<file path="src/hw/rtl/dacs_pkg.sv">
package dacs_pkg;

	localparam int WAITERS_DEF = 16;

	// func codes of an incoming request
	localparam logic [1:0] FN_REQUEST = 2'd0;
	localparam logic [1:0] FN_RELEASE = 2'd1;
	localparam logic [1:0] FN_CANCEL  = 2'd2;

	// result status codes
	localparam logic [2:0] ST_GRANTED  = 3'd0;
	localparam logic [2:0] ST_QUEUED   = 3'd1;
	localparam logic [2:0] ST_FULL     = 3'd2;
	localparam logic [2:0] ST_IDLE     = 3'd3;
	localparam logic [2:0] ST_REMOVED  = 3'd4;
	localparam logic [2:0] ST_NOTFOUND = 3'd5;

	typedef struct packed {
		logic        tag;
		logic [7:0]  id;
		logic [15:0] track;
	} entry_t;

	typedef enum logic [1:0] {
		CMD_NONE,
		CMD_APPEND,
		CMD_CANCEL,
		CMD_KILL
	} cmd_op_t;

	// command broadcast to every cell
	typedef struct packed {
		cmd_op_t     op;
		logic        tag;
		logic [7:0]  id;
		logic [15:0] track;
	} cmd_t;

	// running minimum handed from cell to cell
	typedef struct packed {
		logic        act;
		logic        found;
		logic [15:0] track;
		logic [7:0]  id;
	} wave_t;

endpackage

</file>
<file path="src/hw/rtl/dacs_cell.sv">
module dacs_cell import dacs_pkg::*; #(
	parameter int WAITERS = WAITERS_DEF,
	parameter int IDX     = 0
) (
	input  logic                       clk,
	input  logic                       arst_n,
	input  cmd_t                       cmd,
	input  logic [$clog2(WAITERS)-1:0] kill_idx,
	input  logic                       search_tag,
	input  logic                       prev_valid,
	input  logic                       next_valid,
	input  entry_t                     next_entry,
	input  wave_t                      wave_in,
	input  logic [$clog2(WAITERS)-1:0] wave_idx_in,
	output logic                       valid,
	output entry_t                     entry,
	output logic                       match,
	output wave_t                      wave_out,
	output logic [$clog2(WAITERS)-1:0] wave_idx_out
);

	localparam int IW = $clog2(WAITERS);
	localparam logic [IW-1:0] MY_IDX = IW'(IDX);

	logic   valid_q;
	entry_t entry_q;
	wave_t  wave_q;
	logic [IW-1:0] widx_q;
	logic   better;

	assign valid        = valid_q;
	assign entry        = entry_q;
	assign match        = valid_q && (entry_q.id == cmd.id);
	assign wave_out     = wave_q;
	assign wave_idx_out = widx_q;

	// strict less keeps the earliest entry on equal tracks
	assign better = wave_in.act && valid_q && (entry_q.tag == search_tag) &&
		(!wave_in.found || (entry_q.track < wave_in.track));

	always_ff @(posedge clk or negedge arst_n) begin
		if (!arst_n) begin
			valid_q <= 1'b0;
		end else if (cmd.op == CMD_APPEND && !valid_q && prev_valid) begin
			valid_q <= 1'b1;
		end else if (cmd.op == CMD_CANCEL && match) begin
			valid_q <= 1'b0;
		end else if (cmd.op == CMD_KILL && kill_idx == MY_IDX) begin
			valid_q <= 1'b0;
		end else if (!valid_q && next_valid) begin
			valid_q <= 1'b1;
		end else if (valid_q && !prev_valid) begin
			valid_q <= 1'b0;
		end
	end

	always_ff @(posedge clk) begin
		if (cmd.op == CMD_APPEND && !valid_q && prev_valid) begin
			entry_q <= '{tag: cmd.tag, id: cmd.id, track: cmd.track};
		end else if (!valid_q && next_valid) begin
			entry_q <= next_entry;
		end
	end

	always_ff @(posedge clk or negedge arst_n) begin
		if (!arst_n) begin
			wave_q <= '0;
			widx_q <= '0;
		end else begin
			wave_q.act <= wave_in.act;
			if (better) begin
				wave_q.found <= 1'b1;
				wave_q.track <= entry_q.track;
				wave_q.id    <= entry_q.id;
				widx_q       <= MY_IDX;
			end else begin
				wave_q.found <= wave_in.found;
				wave_q.track <= wave_in.track;
				wave_q.id    <= wave_in.id;
				widx_q       <= wave_idx_in;
			end
		end
	end

endmodule

</file>
<file path="src/hw/rtl/disk_arm_cscan_scheduler.sv">
// C-SCAN disk arm arbiter.
// Input channel (in_valid/in_ready) carries one request: func, requester_id,
// track. Output channel (out_valid/out_ready) returns exactly one result per
// request: status, grant_valid, grant_id, grant_track, busy_res.
// Waiters sit in a chain of WAITERS cells kept compacted in arrival order.
// request (grant, queue, reject) and unused func: the result is registered at
//   accept and the scheduler stays idle, ready for the next request.
// release: a search wave walks the chain one cell per cycle, one pass over all
//   cells, two passes when the current sweep is empty; the granted cell is
//   then removed and the chain closes the gap before the next request is taken.
// cancel: the result is registered at accept, then the chain compacts before
//   the next request is taken.
// The chain walk and the one-cell-per-cycle compaction decide how long
// release and cancel keep the input channel closed.
// Reset (arst_n low) empties the store, makes the disk idle, zeroes the
// current track and sweep phase. No clearing pass is needed.
// If the receiver stalls, the result holds in the output register and no
// new request is accepted until it is taken or taken in the same cycle.
module disk_arm_cscan_scheduler import dacs_pkg::*; #(
	parameter int WAITERS = WAITERS_DEF
) (
	input  logic        clk,
	input  logic        arst_n,
	input  logic        in_valid,
	output logic        in_ready,
	input  logic [1:0]  func,
	input  logic [7:0]  requester_id,
	input  logic [15:0] track,
	output logic        out_valid,
	input  logic        out_ready,
	output logic [2:0]  status,
	output logic        grant_valid,
	output logic [7:0]  grant_id,
	output logic [15:0] grant_track,
	output logic        busy_res
);

	localparam int IW = $clog2(WAITERS);

	typedef enum logic [2:0] {
		S_IDLE    = 3'b001,
		S_WAVE    = 3'b010,
		S_COMPACT = 3'b100
	} state_t;

	state_t state_q;
	logic   busy_q;
	logic [15:0] cur_track_q;
	logic   phase_q;
	logic   stag_q;      // tag being searched by the wave
	logic   wave_go_q;   // launches the wave into cell 0
	logic   pass_q;      // second pass after a sweep swap

	logic        out_valid_q;
	logic [2:0]  status_q;
	logic        gvalid_q;
	logic [7:0]  gid_q;
	logic [15:0] gtrack_q;
	logic        busy_res_q;

	// chain interconnect
	logic   valid_v  [WAITERS];
	entry_t entry_a  [WAITERS];
	logic   match_v  [WAITERS];
	wave_t  wave_a   [WAITERS];
	logic [IW-1:0] widx_a [WAITERS];

	cmd_t   cmd;
	logic [IW-1:0] kill_idx;
	logic   accept;
	logic   full;
	logic   hole;
	logic   cancel_hit;
	wave_t  wave_head;
	wave_t  wave_tail;

	assign accept    = in_valid && in_ready;
	assign in_ready  = (state_q == S_IDLE) && (!out_valid_q || out_ready);
	assign full      = valid_v[WAITERS-1];
	assign wave_tail = wave_a[WAITERS-1];
	assign kill_idx  = widx_a[WAITERS-1];
	assign wave_head = '{act: wave_go_q, found: 1'b0, track: 16'd0, id: 8'd0};

	assign out_valid   = out_valid_q;
	assign status      = status_q;
	assign grant_valid = gvalid_q;
	assign grant_id    = gid_q;
	assign grant_track = gtrack_q;
	assign busy_res    = busy_res_q;

	// a gap in the chain means compaction is still running; cancel_hit flags an id match in any cell
	always_comb begin
		hole       = 1'b0;
		cancel_hit = 1'b0;
		for (int i = 0; i < WAITERS - 1; i++) begin
			hole = hole | (!valid_v[i] & valid_v[i+1]);
		end
		for (int i = 0; i < WAITERS; i++) begin
			cancel_hit = cancel_hit | match_v[i];
		end
	end

	always_comb begin
		cmd.op    = CMD_NONE;
		cmd.tag   = (track >= cur_track_q) ? phase_q : ~phase_q;
		cmd.id    = requester_id;
		cmd.track = track;
		if (accept) begin
			case (func)
				FN_REQUEST: if (busy_q && !full) cmd.op = CMD_APPEND;
				FN_CANCEL:  cmd.op = CMD_CANCEL;
				default:    cmd.op = CMD_NONE;
			endcase
		end else if (state_q == S_WAVE && wave_tail.act && wave_tail.found) begin
			cmd.op = CMD_KILL;
		end
	end

	for (genvar g = 0; g < WAITERS; g++) begin : g_cell
		logic   prev_v;
		logic   next_v;
		entry_t next_e;
		wave_t  w_in;
		logic [IW-1:0] wi_in;

		if (g == 0) begin : g_head
			assign prev_v = 1'b1;
			assign w_in   = wave_head;
			assign wi_in  = '0;
		end else begin : g_body
			assign prev_v = valid_v[g-1];
			assign w_in   = wave_a[g-1];
			assign wi_in  = widx_a[g-1];
		end

		if (g == WAITERS - 1) begin : g_tail
			assign next_v = 1'b0;
			assign next_e = '0;
		end else begin : g_mid
			assign next_v = valid_v[g+1];
			assign next_e = entry_a[g+1];
		end

		dacs_cell #(
			.WAITERS (WAITERS),
			.IDX     (g)
		) u_cell (
			.clk          (clk),
			.arst_n       (arst_n),
			.cmd          (cmd),
			.kill_idx     (kill_idx),
			.search_tag   (stag_q),
			.prev_valid   (prev_v),
			.next_valid   (next_v),
			.next_entry   (next_e),
			.wave_in      (w_in),
			.wave_idx_in  (wi_in),
			.valid        (valid_v[g]),
			.entry        (entry_a[g]),
			.match        (match_v[g]),
			.wave_out     (wave_a[g]),
			.wave_idx_out (widx_a[g])
		);
	end

	always_ff @(posedge clk or negedge arst_n) begin
		if (!arst_n) begin
			state_q     <= S_IDLE;
			busy_q      <= 1'b0;
			cur_track_q <= 16'd0;
			phase_q     <= 1'b0;
			stag_q      <= 1'b0;
			wave_go_q   <= 1'b0;
			pass_q      <= 1'b0;
			out_valid_q <= 1'b0;
			status_q    <= ST_NOTFOUND;
			gvalid_q    <= 1'b0;
			gid_q       <= 8'd0;
			gtrack_q    <= 16'd0;
			busy_res_q  <= 1'b0;
		end else begin
			wave_go_q <= 1'b0;
			if (out_valid_q && out_ready) begin
				out_valid_q <= 1'b0;
			end
			unique case (state_q)
				S_IDLE: begin
					if (accept) begin
						gvalid_q <= 1'b0;
						gid_q    <= 8'd0;
						gtrack_q <= 16'd0;
						case (func)
							FN_REQUEST: begin
								out_valid_q <= 1'b1;
								busy_res_q  <= 1'b1;
								if (!busy_q) begin
									busy_q      <= 1'b1;
									cur_track_q <= track;
									status_q    <= ST_GRANTED;
									gvalid_q    <= 1'b1;
									gid_q       <= requester_id;
									gtrack_q    <= track;
								end else if (full) begin
									status_q <= ST_FULL;
								end else begin
									status_q <= ST_QUEUED;
								end
							end
							FN_RELEASE: begin
								stag_q    <= phase_q;
								wave_go_q <= 1'b1;
								pass_q    <= 1'b0;
								state_q   <= S_WAVE;
							end
							FN_CANCEL: begin
								out_valid_q <= 1'b1;
								status_q    <= cancel_hit ? ST_REMOVED : ST_NOTFOUND;
								busy_res_q  <= busy_q;
								state_q     <= S_COMPACT;
							end
							default: begin
								out_valid_q <= 1'b1;
								status_q    <= ST_NOTFOUND;
								busy_res_q  <= busy_q;
							end
						endcase
					end
				end
				S_WAVE: begin
					if (wave_tail.act) begin
						if (wave_tail.found) begin
							// granted cell is killed this edge, chain closes the gap
							busy_q      <= 1'b1;
							cur_track_q <= wave_tail.track;
							out_valid_q <= 1'b1;
							status_q    <= ST_GRANTED;
							gvalid_q    <= 1'b1;
							gid_q       <= wave_tail.id;
							gtrack_q    <= wave_tail.track;
							busy_res_q  <= 1'b1;
							state_q     <= S_COMPACT;
						end else if (!pass_q) begin
							// current sweep empty: swap and search again
							phase_q   <= ~phase_q;
							stag_q    <= ~phase_q;
							wave_go_q <= 1'b1;
							pass_q    <= 1'b1;
						end else begin
							busy_q      <= 1'b0;
							out_valid_q <= 1'b1;
							status_q    <= ST_IDLE;
							busy_res_q  <= 1'b0;
							state_q     <= S_IDLE;
						end
					end
				end
				S_COMPACT: begin
					if (!hole) begin
						state_q <= S_IDLE;
					end
				end
				default: begin
					state_q <= S_IDLE;
				end
			endcase
		end
	end

endmodule
</file>
<file path="config.mk">
export PLATFORM = sky130hd
export DESIGN_NAME = disk_arm_cscan_scheduler
export DESIGN_NICKNAME = d
export VERILOG_FILES = /design/src/hw/rtl/dacs_pkg.sv /design/src/hw/rtl/dacs_cell.sv /design/src/hw/rtl/disk_arm_cscan_scheduler.sv
export SDC_FILE = /design/constraint.sdc
export NUM_CORES = 2
export LEC_CHECK = 0
export BUFFER_PORTS_ARGS = -buffer_cell sky130_fd_sc_hd__buf_2
export CAP_MARGIN = 5
export CELL_PAD_IN_SITES_DETAIL_PLACEMENT = 0
export CELL_PAD_IN_SITES_GLOBAL_PLACEMENT = 1
export CORE_MARGIN = 2
export CORE_UTILIZATION = 53
export CTS_BUF_LIST = sky130_fd_sc_hd__clkbuf_4 sky130_fd_sc_hd__clkbuf_8
export DETAILED_ROUTE_END_ITERATION = 10
export HOLD_SLACK_MARGIN = 0.08
export PLACE_DENSITY_LB_ADDON = 0.3
export SYNTH_ARGS = -nofsm -noshare
export SYNTH_HDL_FRONTEND = slang
export SYNTH_SLANG_ARGS = --single-unit
</file>
<file path="constraint.sdc">
create_clock -name clk -period 7.4 [get_ports clk]
set_clock_uncertainty 0.2 [all_clocks]
set_input_delay 1.85 -clock clk [delete_from_list [all_inputs] [get_ports clk]]
set_output_delay 1.85 -clock clk [all_outputs]
set_load 0.01 [all_outputs]
</file>
### Yosys cells after proc, flatten, opt, wreduce, memory -nomap -nowiden

Cells that the tools add are included.
Widths: inputs -> output; s select.

* flip-flop bits (word level): 935
* bits of input ports: 30
* output and inout port bits: 31
* word-level logic and storage cells: 738

* order comparisons: 16
* equality and inequality tests: 67
* multiplexer cells: 215
* bitwise operators: 47
* reduce and logical (&&, ||, !) cells: 237

Operators by type and width (count)
* $mux 25: 46
* $lt 16x16->1: 15
* $logic_and 1x1->1: 147
* $eq 8x8->1: 16
* $mux 16: 8
* $mux 1: 113
* $reduce_bool 5->1: 14
* $pmux 16 s2: 2
* $mux 8: 5
* $mux 3: 13
* $eq 4x4->1 const B: 8
* $logic_not 1->1: 32
* $mux 4: 8
* $reduce_bool 2->1: 16
* $or 1x1->1: 29
* $reduce_and 5->1: 4
* $pmux 3 s3: 2
* $eq 1x1->1: 16
* $eq 4x3->1 const B: 4
* $ge 16x16->1: 1
* $logic_or 1x1->1: 16
* $pmux 1 s2: 8
* $pmux 8 s2: 1
* $and 1x1->1: 15
* other kinds (20): 43

### Logic depth before layout (Yosys ltp)

* depth in word-level cells: 21
* mapped depth: 11
* mapped depth without buffers: 10

### Modules after synthesis

A second synthesis with hierarchy kept.

* cell total of the unflattened synthesis: 3423
* area total of the unflattened synthesis: 47222.8 sq um

By module, submodules not included
* dacs_cell at g_cell[5].u_cell ...: instances 3, cells each 194, area an instance 2712.6 sq um, seq. area each 1526.5 sq um
* dacs_cell at g_cell[1].u_cell ...: instances 2, cells each 195, area an instance 2790.2 sq um, seq. area each 1526.5 sq um
* dacs_cell at g_cell[13].u_cell ...: instances 2, cells each 195, area an instance 2785.2 sq um, seq. area each 1526.5 sq um
* dacs_cell at g_cell[10].u_cell ...: instances 2, cells each 195, area an instance 2782.7 sq um, seq. area each 1526.5 sq um
* disk_arm_cscan_scheduler: instances 1, cells each 308, area an instance 2949.1 sq um, seq. area each 1355.0 sq um
* dacs_cell at g_cell[4].u_cell: instances 1, cells each 195, area an instance 2787.7 sq um, seq. area each 1526.5 sq um
* dacs_cell at g_cell[0].u_cell: instances 1, cells each 195, area an instance 2786.4 sq um, seq. area each 1526.5 sq um
* dacs_cell at g_cell[12].u_cell: instances 1, cells each 196, area an instance 2783.9 sq um, seq. area each 1526.5 sq um
* dacs_cell at g_cell[8].u_cell: instances 1, cells each 194, area an instance 2783.9 sq um, seq. area each 1526.5 sq um
* dacs_cell at g_cell[11].u_cell: instances 1, cells each 194, area an instance 2782.7 sq um, seq. area each 1526.5 sq um
* dacs_cell at g_cell[3].u_cell: instances 1, cells each 195, area an instance 2781.4 sq um, seq. area each 1526.5 sq um
* dacs_cell at g_cell[7].u_cell: instances 1, cells each 194, area an instance 2713.9 sq um, seq. area each 1526.5 sq um

### Least setup slack after synthesis

Ideal clock, no wire load.

* kind: input to register
* start point: input func[0]
* end point: register g_cell[15].u_cell.entry_q (netlist bit g_cell[15].u_cell.entry[0]), enable pin
* library setup time: 438 ps
* arrival time: 4450 ps
* required time: 6762 ps
* setup slack: 2312 ps
* stages on the path: 5
* buffers on the path: 1
* cell sequence: nor2_1 > nand2_1 > or3_4 > buf_6 > nor3_1

* word-level cells in the longest chain between the ends: 6
* elaborated cells on any way between the ends: 7
* those cells by class: 2 x eq/ne; 2 x mux; 3 x reduce/logical

RTL lines
* from (decl): RTL line disk_arm_cscan_scheduler.sv:26 `input logic [1:0] func,`
* $eq 2x2->1 / $logic_not 2->1 (equally long branches): RTL line disk_arm_cscan_scheduler.sv:109 `case (func)`
* $pmux 2 s2 (*): RTL line disk_arm_cscan_scheduler.sv:109
* $mux 2 (*): RTL line disk_arm_cscan_scheduler.sv:108 `if (accept) begin`
* $eq 2x1->1 (*): RTL line dacs_cell.sv:58 `if (cmd.op == CMD_APPEND && !valid_q && prev_valid) begin`
* $logic_and 1x1->1 (*) (2 in series): RTL line dacs_cell.sv:58
* to (signal assigned): RTL line dacs_cell.sv:59 `entry_q <= '{tag: cmd.tag, id: cmd.id, track: cmd.track};`
* to (signal assigned): RTL line dacs_cell.sv:61 `entry_q <= next_entry;`
* to (decl): RTL line dacs_cell.sv:26 `entry_t entry_q;`

Mark *: on every way between the ends. The rest lies on a longest branch, timed or not.
A chain may end at the register's enable or synchronous reset.

### Worst setup path in the final report

* start point: input func[0]
* end point: register g_cell[7].u_cell.entry_q (netlist bit g_cell[7].u_cell.entry[7]), enable pin

* word-level cells in the longest chain between the ends: 7
* elaborated cells on any way between the ends: 8
* those cells by class: 2 x eq/ne; 2 x mux; 4 x reduce/logical

RTL lines (RTL line)
* $eq 2x2->1 / $logic_not 2->1 (equally long branches): disk_arm_cscan_scheduler.sv:109
* $pmux 2 s2 (*): disk_arm_cscan_scheduler.sv:109
* $mux 2 (*): disk_arm_cscan_scheduler.sv:108
* $eq 2x1->1 (*): dacs_cell.sv:58
* $logic_and 1x1->1 (*) (2 in series): dacs_cell.sv:58
* $reduce_bool 2->1 (no line) (*)
* to (signal assigned): dacs_cell.sv:59
* to (signal assigned): dacs_cell.sv:61
* to (decl): dacs_cell.sv:26

Marked as above.

==> impl_metrics.tcl <==
set metrics [dict create \
    outcome "complete, no violations" \
    clkLatencyLatePin_ps 830 \
    syn-cell-area_um2 44600 \
    clockRootBuffer "clkbuf_8" \
    vias 27000 \
    critPathRequiredTime_ps 7630 \
    p_clk_share_pct 38.1 \
    drv_slew 0 \
    clk_path_buf_depth 3 \
    antenna_found_initial 6 \
    cts.sinks 935 \
    wl_mm 119 \
    grt_pass1_wl_mm 180 \
    synth_edf_count 400 \
    p_int_mw 9.69 \
    synth_cell_type_count 64 \
    final_area_um2 49600 \
    die_width_um 294 \
    ant_nets 0 \
    period_needed_ps 4700 \
    core_um2 83600 \
    avgViaCountPerCell 5.83 \
    start_util_pct 53.4 \
    cts_tree "yes" \
    syn_avg_cell_area_um2 13.6 \
    power.density_nw_per_um2 269 \
    share_comb_of_total_power_pct 14.0 \
    place_hpwl_mm 82.7 \
    worstSetupStartpointType "primary input" \
    die-area_um2 86600 \
    peakVddDrop_uv 198 \
    synthFlopType "dfrtp_1" \
    dp_slack_ps 1880 \
    r2r_end "g_cell[7].u_cell.entry[7]" \
    drtPass1Iterations 5 \
    grt_usage_pct 28.0 \
    die_y_um 294 \
    overflow 0 \
    final_util_pct 59.4 \
    dpl.cell_count 4333 \
    fin_tns_setup_ps 0 \
    synthCells 3289 \
    fp-row-count 106 \
    cts.clk_slew.worst_paths_ps 60 \
    drive_gt1_share_pct 33.2 \
    seq_power_share_pct 47.9 \
    cp_max_fo 28 \
    crit_path_start "func[0]" \
    grt_max_degree 173 \
    cts.repair.resized 0 \
    setup_viol 0 \
    yosys_warnings 0 \
    r2r_slack_ps 3180 \
    pin_count 61 \
    fmax_mhz 213 \
    cap_viol_max_count 0 \
    fin_nets 3683 \
    regToRegStartpoint "state_q[0]" \
    reg2reg_depth 5 \
    hold_class "flip-flop to flip-flop" \
    worstMarginPinSlew_ps 1300 \
    ys_seq_area_share_pct 56.9 \
    p_sw_mw 3.67 \
    h-tree-depth 4 \
    post_cts_buffers 0 \
    endpoint "g_cell[7].u_cell.entry[7]" \
    arrival_ps 4930 \
    remaining_drc_errors 0 \
    synth_seq_cells 935 \
    p_leak_nw 21.1 \
    instances_no_fill 4631 \
    numPortBuffers 60 \
    hold_viol 0 \
    swShare_pct 27.5 \
    synth-async-reset-ratio_pct 57.2 \
    rsz0062_at_grt "no" \
    place_congestion 0.853 \
    fillers 6490 \
    dpl_cell_area_um2 46100 \
    fin_crit_sh_pct 63.5 \
    slew_headroom_pct 13.0 \
    syn_nets 3560 \
    grt_pass1_vias 28700 \
    routedWlPerCell_um 25.6 \
    cts_hold_buf 0 \
    setup.worst_path.class "primary input to flip-flop" \
    drtIter0Drc 2176 \
    fin_ws_ps 2700 \
    cp-end-kind "flip-flop" \
    cts_buffers 155 \
    area_delta_synth_final_pct 11.2 \
]
-- power groups by stage --
stage,clock network [mW],registers [mW],logic (mW)
3_3_place_gp,0,6.48,1.78
6_report,5.10,6.40,1.87
5_1_grt,5.41,6.44,2.06
4_1_cts,5.17,6.39,1.87
2_1_floorplan,0,6.26,1.24
3_5_place_dp,0,6.48,1.85
-- cell type report --
cell class                 count  area [um^2]  area share [%]
sequential                   935        25400            51.2
multi-input combinational   1944        17600            35.4
clock buffer                 241         2970            5.99
tap                         1080         1350            2.72
inverter                     256          961            1.94
timing repair buffer         120          826            1.66
clock inverter                49          551            1.11
antenna                        6         15.0          0.0303
-- cell usage after synthesis (all sizes together) (8+ instances only) --
cell type    n  area (um^2)
nand4       57          357
and4        12          105
mux2       721         8120
a21oi       97          485
nor3        24          193
o21a         8         60.1
nor2b       35          219
a21o       107          803
ha         241         3020
nor3b        8         71.3
o211ai       8         60.1
inv        254          953
nand3       37          190
and2        40          250
xnor2      107          937
nor4        19          119
nand2b      50          313
a31oi       10         87.6
clkbuf      46          173
a211oi      11         82.6
a22oi       11         82.6
buf        108          614
dfrtp      532        13300
or2         29          181
nor2        58          220
xor2        40          350
o21ai       60          300
edfxtp     400        12000
nand2       80          300
and3        22          138
-- cell families after synthesis --
group | after synthesis | synth area share [%]
buffers and inverters | 410 | 3.92
AOI/OAI and AO/OA | 357 | 5.26
and+or+nand+nor | 474 | 6.01
xor gates and xnor gates | 147 | 2.88
DFF | 935 | 56.9
muxes | 725 | 18.3
adders and majority gates | 241 | 6.75
-- sequential cells by signal, indices dropped and copies added, names as in the netlist --
register / flops
busy_q: 1
busy_res: 1
cur_track_q: 16
g_cell.u_cell.entry: 400
g_cell.u_cell.valid: 16
g_cell.u_cell.wave_idx_out: 49
g_cell.u_cell.wave_out: 416
grant_id: 8
grant_track: 16
grant_valid: 1
out_valid: 1
pass_q: 1
phase_q: 1
stag_q: 1
state_q: 3
status: 3
wave_go_q: 1
-- worst min-delay path by stage --
| stage | cells past startpoint | slack (ps) | endpoint | startpoint |
|---|---|---|---|---|
| floorplan | 0 | 150 | g_cell[0].u_cell.wave_out[25] | wave_go_q |
| global placement | 0 | 160 | g_cell[13].u_cell.wave_out[25] | g_cell[12].u_cell.wave_out[25] |
| detailed placement | 0 | 170 | g_cell[15].u_cell.wave_out[25] | g_cell[14].u_cell.wave_out[25] |
| CTS | 0 | 160 | g_cell[10].u_cell.wave_out[25] | g_cell[9].u_cell.wave_out[25] |
| global route | 0 | 180 | g_cell[10].u_cell.wave_out[25] | g_cell[9].u_cell.wave_out[25] |
| finish | 0 | 170 | g_cell[10].u_cell.wave_out[25] | g_cell[9].u_cell.wave_out[25] |
-- layout by cell type (no fill, tap or decap), types with 36 or more instances in the layout --
master / instances
clkbuf_4: 55
ha_1: 241
nand4_1: 57
mux2_2: 717
a21o_1: 107
and2_1: 40
nand3_1: 36
nor2_1: 53
clkbuf_8: 186
o21ai_0: 58
buf_2: 59
nand2b_1: 50
inv_1: 254
buf_4: 55
edfxtp_1: 400
a21oi_1: 97
xnor2_1: 106
nand2_1: 80
dfrtp_1: 532
xor2_1: 40
-- per-layer routing --
layer  part of all wire [%]  vias to the layer above  global-route usage, %  routed length, um
met5                  0.010                        -                      0                 12
met4                    4.0                        2                   12.0               4700
met3                    6.0                      259                   5.51               7150
met2                     48                      830                   45.8              57500
met1                     42                    13900                   36.4              49400
li1                       -                    12000                      -                  -
-- metrics by stage --
step / hold slack, ps / power, mW
after floorplan: 147 / 7.50
after global placement: 162 / 8.26
after detailed placement: 168 / 8.34
after CTS: 160 / 13.4
after global routing: 179 / 13.9
final: 166 / 13.4
-- critical path, stage by stage --
cell	delay [ps]
buf_2	130
nor2_1	310
nand2_1	180
or3_4	520
nor3_4	930
nand2b_1	980
Power figures use the tool's default switching activity.
